### config.mk
export PLATFORM = sky130hd
export DESIGN_NAME = bfm_result_fifo
export DESIGN_NICKNAME = d
export VERILOG_FILES = /design/src/hw/rtl/bfm_pkg.sv /design/src/hw/rtl/bfm_result_fifo.sv
export SDC_FILE = /design/constraint.sdc
export NUM_CORES = 1
export LEC_CHECK = 0
export ABC_CLOCK_PERIOD_IN_PS = 4770
export BUFFER_PORTS_ARGS = -buffer_cell sky130_fd_sc_hd__buf_2
export CELL_PAD_IN_SITES_DETAIL_PLACEMENT = 1
export CELL_PAD_IN_SITES_GLOBAL_PLACEMENT = 1
export CORE_UTILIZATION = 45
export CTS_CLUSTER_SIZE = 28
export DETAILED_ROUTE_END_ITERATION = 7
export PLACE_DENSITY_LB_ADDON = 0.1
export SYNTH_ARGS = -nofsm -noshare
export SYNTH_HDL_FRONTEND = slang
export SYNTH_SLANG_ARGS = --single-unit
### constraint.sdc
create_clock -name clk -period 4.77 [get_ports clk]
set_clock_uncertainty 0.2 [all_clocks]
set_input_delay 0.954 -clock clk [delete_from_list [all_inputs] [get_ports clk]]
set_output_delay 0.954 -clock clk [all_outputs]
set_load 0.03 [all_outputs]
### src/hw/rtl/bfm_pkg.sv
package bfm_pkg;

    // Result lanes that one pixel can produce, in raster order of the results.
    localparam int LANES  = 4;
    localparam int LANE_A = 0;  // (r-1, c-1)
    localparam int LANE_B = 1;  // (r-1, last column) at a row end
    localparam int LANE_C = 2;  // (last row, c-1) in the last row
    localparam int LANE_D = 3;  // (last row, last column) at the frame end

    // Widths fixed by the stream format.
    localparam int PIXEL_W   = 8;
    localparam int SIZE_W    = 11;
    localparam int OUT_POS_W = 10;
    localparam int COLSUM_W  = 10;
    localparam int SUM_W     = 12;

    // Result queue between the filter pipeline and the output port.
    localparam int FIFO_DEPTH = 8;
    localparam int FIFO_AW    = 3;
    localparam int FIFO_CW    = 4;

    // Reciprocals for the truncated mean: x/9 and x/3 as (x * K) >> 16.
    // Both are exact for x below 32768, far above the largest window sum.
    localparam int             RECIP_W     = 15;
    localparam int             RECIP_SHIFT = 16;
    localparam logic [14:0]    RECIP_9     = 15'd7282;
    localparam logic [14:0]    RECIP_3     = 15'd21846;

    // Number of in-bounds neighbours of a result pixel.
    typedef enum logic [1:0] {
        DIV_BY_4 = 2'd0,
        DIV_BY_6 = 2'd1,
        DIV_BY_9 = 2'd2
    } div_t;

    // One result word as it waits in the output queue.
    typedef struct packed {
        logic [PIXEL_W-1:0]   smoothed;
        logic [OUT_POS_W-1:0] row;
        logic [OUT_POS_W-1:0] column;
        logic                 last;
        logic                 eof;
    } result_t;

endpackage

### src/hw/rtl/bfm_result_fifo.sv
module bfm_result_fifo (
    input  logic                             clk,
    input  logic                             rst_n,
    input  logic [bfm_pkg::LANES-1:0]        push_mask,
    input  bfm_pkg::result_t                 push_data [bfm_pkg::LANES],
    input  logic                             pop,
    output bfm_pkg::result_t                 head,
    output logic [bfm_pkg::FIFO_CW-1:0]      count
);

    bfm_pkg::result_t                 mem [bfm_pkg::FIFO_DEPTH];
    logic [bfm_pkg::FIFO_AW-1:0]      wr_ptr_reg;
    logic [bfm_pkg::FIFO_AW-1:0]      wr_ptr_next;
    logic [bfm_pkg::FIFO_AW-1:0]      rd_ptr_reg;
    logic [bfm_pkg::FIFO_AW-1:0]      rd_ptr_next;
    logic [bfm_pkg::FIFO_CW-1:0]      count_reg;
    logic [bfm_pkg::FIFO_CW-1:0]      count_next;
    logic [bfm_pkg::FIFO_AW-1:0]      slot [bfm_pkg::LANES];
    logic [bfm_pkg::FIFO_AW-1:0]      n_push;

    // Valid lanes are packed into consecutive slots starting at the write pointer.
    always_comb
    begin
        n_push = '0;
        for (int i = 0; i < bfm_pkg::LANES; i++)
        begin
            slot[i] = wr_ptr_reg + n_push;
            n_push  = n_push + bfm_pkg::FIFO_AW'(push_mask[i]);
        end
    end

    always_ff @(posedge clk)
    begin
        for (int i = 0; i < bfm_pkg::LANES; i++)
        begin
            if (push_mask[i])
            begin
                mem[slot[i]] <= push_data[i];
            end
        end
    end

    // Pointer and fill bookkeeping.
    always_comb
    begin
        wr_ptr_next = wr_ptr_reg + n_push;
        rd_ptr_next = rd_ptr_reg + bfm_pkg::FIFO_AW'(pop);
        count_next  = count_reg + bfm_pkg::FIFO_CW'(n_push) - bfm_pkg::FIFO_CW'(pop);
    end

    always_ff @(posedge clk or negedge rst_n)
    begin
        if (!rst_n)
        begin
            wr_ptr_reg <= '0;
            rd_ptr_reg <= '0;
            count_reg  <= '0;
        end
        else
        begin
            wr_ptr_reg <= wr_ptr_next;
            rd_ptr_reg <= rd_ptr_next;
            count_reg  <= count_next;
        end
    end

    assign head  = mem[rd_ptr_reg];
    assign count = count_reg;

endmodule

==> impl_results.html <==
<table>
<tr><th>Metric</th><th>Value</th></tr>
<tr><th colspan="2">Clock network</th></tr>
<tr><td>Maximum clock insertion buffer count</td><td>3</td></tr>
<tr><td>Number of clock sinks</td><td>250</td></tr>
<tr><td>Clock buffer count from CTS</td><td>30</td></tr>
<tr><td>Clock latency at the later pin of the worst-skew pair</td><td>580 ps</td></tr>
<tr><td>Number of levels the H-tree was split into</td><td>1</td></tr>
<tr><td>Cell at the root of the clock tree</td><td>sky130_fd_sc_hd__clkbuf_16</td></tr>
<tr><td>TritonCTS clock tree</td><td>built</td></tr>
<tr><td>Post-CTS Setup Repair Bufs</td><td>0</td></tr>
<tr><td>Clock transition at path regs</td><td>60 ps</td></tr>
<tr><td>Number of buffers inserted for hold repair after clock tree synthesis</td><td>0</td></tr>
<tr><td>Cts repair resizes</td><td>0</td></tr>
<tr><th colspan="2">STA</th></tr>
<tr><td>Sum of negative setup slack</td><td>0 ps</td></tr>
<tr><td>Pins over their slew limit</td><td>0</td></tr>
<tr><td>Final worst hold slack</td><td>27.5 ps</td></tr>
<tr><td>Peak clock frequency supported by timing</td><td>0.247 GHz</td></tr>
<tr><td>Relative slew slack</td><td>22.3%</td></tr>
<tr><td>Worst path setup slack after routing</td><td>729 ps</td></tr>
<tr><td>Number of failing setup endpoints in the final timing report</td><td>0</td></tr>
<tr><td>Final min period</td><td>4040 ps</td></tr>
<tr><td>Number of endpoints with negative hold slack in the final report</td><td>0</td></tr>
<tr><td>Unrepaired setup endpoints after global routing</td><td>false</td></tr>
<tr><td>Final clock period utilization by the worst path</td><td>84.7%</td></tr>
<tr><td>Slew at the pin closest to its max-slew limit</td><td>1170 ps</td></tr>
<tr><th colspan="2">Synth</th></tr>
<tr><td>Most instantiated flip-flop cell in the synthesis netlist</td><td>sky130_fd_sc_hd__edfxtp_1</td></tr>
<tr><td>Dominant cells by area after synthesis</td><td>sky130_fd_sc_hd__edfxtp_1, sky130_fd_sc_hd__a221oi_1, sky130_fd_sc_hd__o21ai_0</td></tr>
<tr><td>Portion of the post-synthesis area used by sequential elements</td><td>44.3%</td></tr>
<tr><td>Cell with the most instances after synthesis</td><td>sky130_fd_sc_hd__o21ai_0</td></tr>
<tr><td>Post-Synthesis Cells</td><td>1601</td></tr>
<tr><td>Count of state elements after synthesis</td><td>250</td></tr>
<tr><td>Post-synthesis instance area</td><td>16800 um^2</td></tr>
<tr><td>Net count after synthesis</td><td>1751</td></tr>
<tr><td>Library cells used by synthesis</td><td>39</td></tr>
<tr><td>Average cell area after synthesis</td><td>10.5 um^2</td></tr>
<tr><td>Commonest cells post-synth</td><td>sky130_fd_sc_hd__o21ai_0, sky130_fd_sc_hd__a221oi_1, sky130_fd_sc_hd__edfxtp_1, sky130_fd_sc_hd__clkbuf_1, sky130_fd_sc_hd__nand2_1</td></tr>
<tr><td>Cell taking the most area after synthesis</td><td>sky130_fd_sc_hd__edfxtp_1</td></tr>
<tr><td>EDFF count, synth</td><td>240</td></tr>
<tr><td>Share of the synthesized area in the top cell type</td><td>42.8%</td></tr>
<tr><td>Synth warnings</td><td>0</td></tr>
<tr><td>Async set-or-reset flop fraction in the synthesized netlist</td><td>4.00%</td></tr>
<tr><th colspan="2">Route</th></tr>
<tr><td>Detailed-route wire length</td><td>82500 um</td></tr>
<tr><td>DRC violation count after routing</td><td>0</td></tr>
<tr><td>Routed length per placed instance</td><td>38.6 um</td></tr>
<tr><td>First drt pass iteration count</td><td>5</td></tr>
<tr><td>Vias per std cell</td><td>7.94</td></tr>
<tr><td>Number of routed nets with antenna violations</td><td>0</td></tr>
<tr><td>1st-iter DRT viols</td><td>2455</td></tr>
<tr><td>Total via count after detailed routing</td><td>17000</td></tr>
<tr><th colspan="2">Setup path</th></tr>
<tr><td>Critical path type</td><td>flip-flop to primary output</td></tr>
<tr><td>Worst-path fanout max</td><td>19</td></tr>
<tr><td>Kind of capture point of the worst setup path</td><td>primary output</td></tr>
<tr><td>Arrival time of the worst setup path</td><td>2890 ps</td></tr>
<tr><td>Cells traversed along the worst timing path</td><td>buf_4 -&gt; mux4_2 -&gt; mux2_2 -&gt; buf_2</td></tr>
<tr><td>Slowest cell on the critical path</td><td>sky130_fd_sc_hd__dfrtp_4</td></tr>
<tr><td>Worst Path Required</td><td>3620 ps</td></tr>
<tr><td>Cells on worst reg2reg path</td><td>7</td></tr>
<tr><td>Startpoint types</td><td>flip-flop</td></tr>
<tr><td>Maximum single-stage delay on the critical path</td><td>730 ps</td></tr>
<tr><th colspan="2">Power and ir drop</th></tr>
<tr><td>Largest vdd supply drop</td><td>531 uV</td></tr>
<tr><td>Power per Cell Area</td><td>913 nW/um^2</td></tr>
<tr><td>Net switching component of the power</td><td>8.45 mW</td></tr>
<tr><td>Part of the total power dissipated in sequential elements</td><td>28.8%</td></tr>
<tr><td>Power after layout</td><td>17.4 mW</td></tr>
<tr><td>Standby leakage power</td><td>6.31 nW</td></tr>
<tr><td>Power share of the combinational group</td><td>58.6%</td></tr>
<tr><td>Int Power</td><td>8.93 mW</td></tr>
<tr><td>Part of the total power dissipated in the clock network</td><td>12.6%</td></tr>
<tr><td>Sw Share</td><td>48.6%</td></tr>
<tr><th colspan="2">Floorplanning</th></tr>
<tr><td>Die width</td><td>195 um</td></tr>
<tr><td>Core area</td><td>36700 um^2</td></tr>
<tr><td>Row cnt</td><td>70</td></tr>
<tr><td>I/O pins</td><td>161</td></tr>
<tr><td>Initial core utilization</td><td>45.8%</td></tr>
<tr><td>Overall die height</td><td>195 um</td></tr>
<tr><td>Die area</td><td>38200 um^2</td></tr>
<tr><th colspan="2">Worst hold path</th></tr>
<tr><td>Kind of path behind the tightest hold check</td><td>primary input to async pin</td></tr>
<tr><th colspan="2">Cells and area</th></tr>
<tr><td>Fraction of layout cells with a size suffix above 1</td><td>24.1%</td></tr>
<tr><td>Synth-to-layout area growth</td><td>13.2%</td></tr>
<tr><td>Fin nets</td><td>1796</td></tr>
<tr><td>Final Instance Count excl. Fillers</td><td>2137</td></tr>
<tr><td>Number of flip-flops under the largest register name</td><td>240</td></tr>
<tr><th colspan="2">GRT</th></tr>
<tr><td>Antenna violations before repair</td><td>3</td></tr>
<tr><td>Global-route wire length before repair</td><td>119000 um</td></tr>
<tr><td>Number of global-route vias before repair</td><td>17600</td></tr>
<tr><td>Maximum number of pins on one net before global-route repair</td><td>61</td></tr>
<tr><td>GRT Util Overall</td><td>43.1%</td></tr>
<tr><td>Total congestion overflow after global routing</td><td>0</td></tr>
<tr><th colspan="2">Placement</th></tr>
<tr><td>Placed cell count</td><td>2082</td></tr>
<tr><td>Port buffer count</td><td>160</td></tr>
<tr><td>Hpwl dp</td><td>48300 um</td></tr>
<tr><td>Routability Congestion</td><td>0.964</td></tr>
<tr><td>Pre-CTS setup slack</td><td>466 ps</td></tr>
<tr><th colspan="2">Job</th></tr>
<tr><td>Maximum capacitance violations</td><td>0</td></tr>
<tr><th colspan="2">Status</th></tr>
<tr><td>Run status</td><td>finished, final reports clean</td></tr>
</table>
layout by cell type (no fill, tap or decap), types with 8 or more instances in the layout:
cell type and count:
sky130_fd_sc_hd__ha_1 17, sky130_fd_sc_hd__o2bb2ai_1 120, sky130_fd_sc_hd__buf_2 160, sky130_fd_sc_hd__clkbuf_16 31, sky130_fd_sc_hd__nor3_2 10, sky130_fd_sc_hd__o21ai_0 274, sky130_fd_sc_hd__edfxtp_1 240, sky130_fd_sc_hd__a221oi_1 240
sky130_fd_sc_hd__mux2_2 30, sky130_fd_sc_hd__or3_1 8, sky130_fd_sc_hd__and2_1 60, sky130_fd_sc_hd__nand4_1 11, sky130_fd_sc_hd__buf_4 78, sky130_fd_sc_hd__nand2_1 136, sky130_fd_sc_hd__buf_12 9, sky130_fd_sc_hd__clkbuf_1 10
sky130_fd_sc_hd__mux4_2 60, sky130_fd_sc_hd__o21ai_1 87, sky130_fd_sc_hd__inv_1 16
worst max-delay path, delay by kind of cell (launching register included):
kind                   cells  cell delay (ps)
muxes                      2              930
DFF                        1              730
buffers and inverters      2              600
final cells by class:
class	count	area, um^2
Tap cell	468	586
Sequential cell	250	7460
Inverter	16	60.1
Timing Repair Buffer	247	1570
Antenna cell	2	5.00
Clock inverter	9	36.3
Fill cell	3918	17700
Multi-Input combinational cell	1101	8470
Clock buffer	44	855
path summary, 6_finish.rpt:
check                         startpoint             to  slack (ps)
setup reg to reg           wr_ptr_reg[1]     mem[0][29]        1060
hold reg to reg                 count[0]       count[0]         300
setup / recovery           rd_ptr_reg[0]        head[0]         730
min in group clk                count[0]       count[0]         300
hold / removal                     rst_n  wr_ptr_reg[2]          30
max in group asynchronous          rst_n  rd_ptr_reg[0]        4110
cell families after synthesis:
kind of cell / share of synthesized area [%]
XOR/XNOR: 0.840
AO/OA/AOI/OAI: 29.6
AND/OR/NAND/NOR: 7.27
adder cells (fa/ha/maj): 1.98
multiplexers: 10.0
flip-flops: 44.3
buffers and inverters: 5.98
through the flow:
stage	cell area (um^2)	utilization [%]
after global placement	18100	49.5
after CTS	19000	51.9
after detailed placement	18100	49.5
after floorplan	16800	-
final	19000	51.9
after global routing	19000	51.9
power groups by stage:
stage	combinational (mW)	sequential [mW]	clock, mW
after global placement	9.58	4.98	0
final	10.2	5.00	2.19
after floorplan	6.07	4.74	0
after CTS	9.84	5.00	2.18
after detailed placement	9.80	5.04	0
after global routing	10.5	5.11	2.25
metal layers:
metal	track usage [%]	wire length, um
met4	23.4	4610
met2	65.8	36500
met5	0	9
met3	11.7	11100
met1	55.9	30300
(Power assumes the default switching activity.)
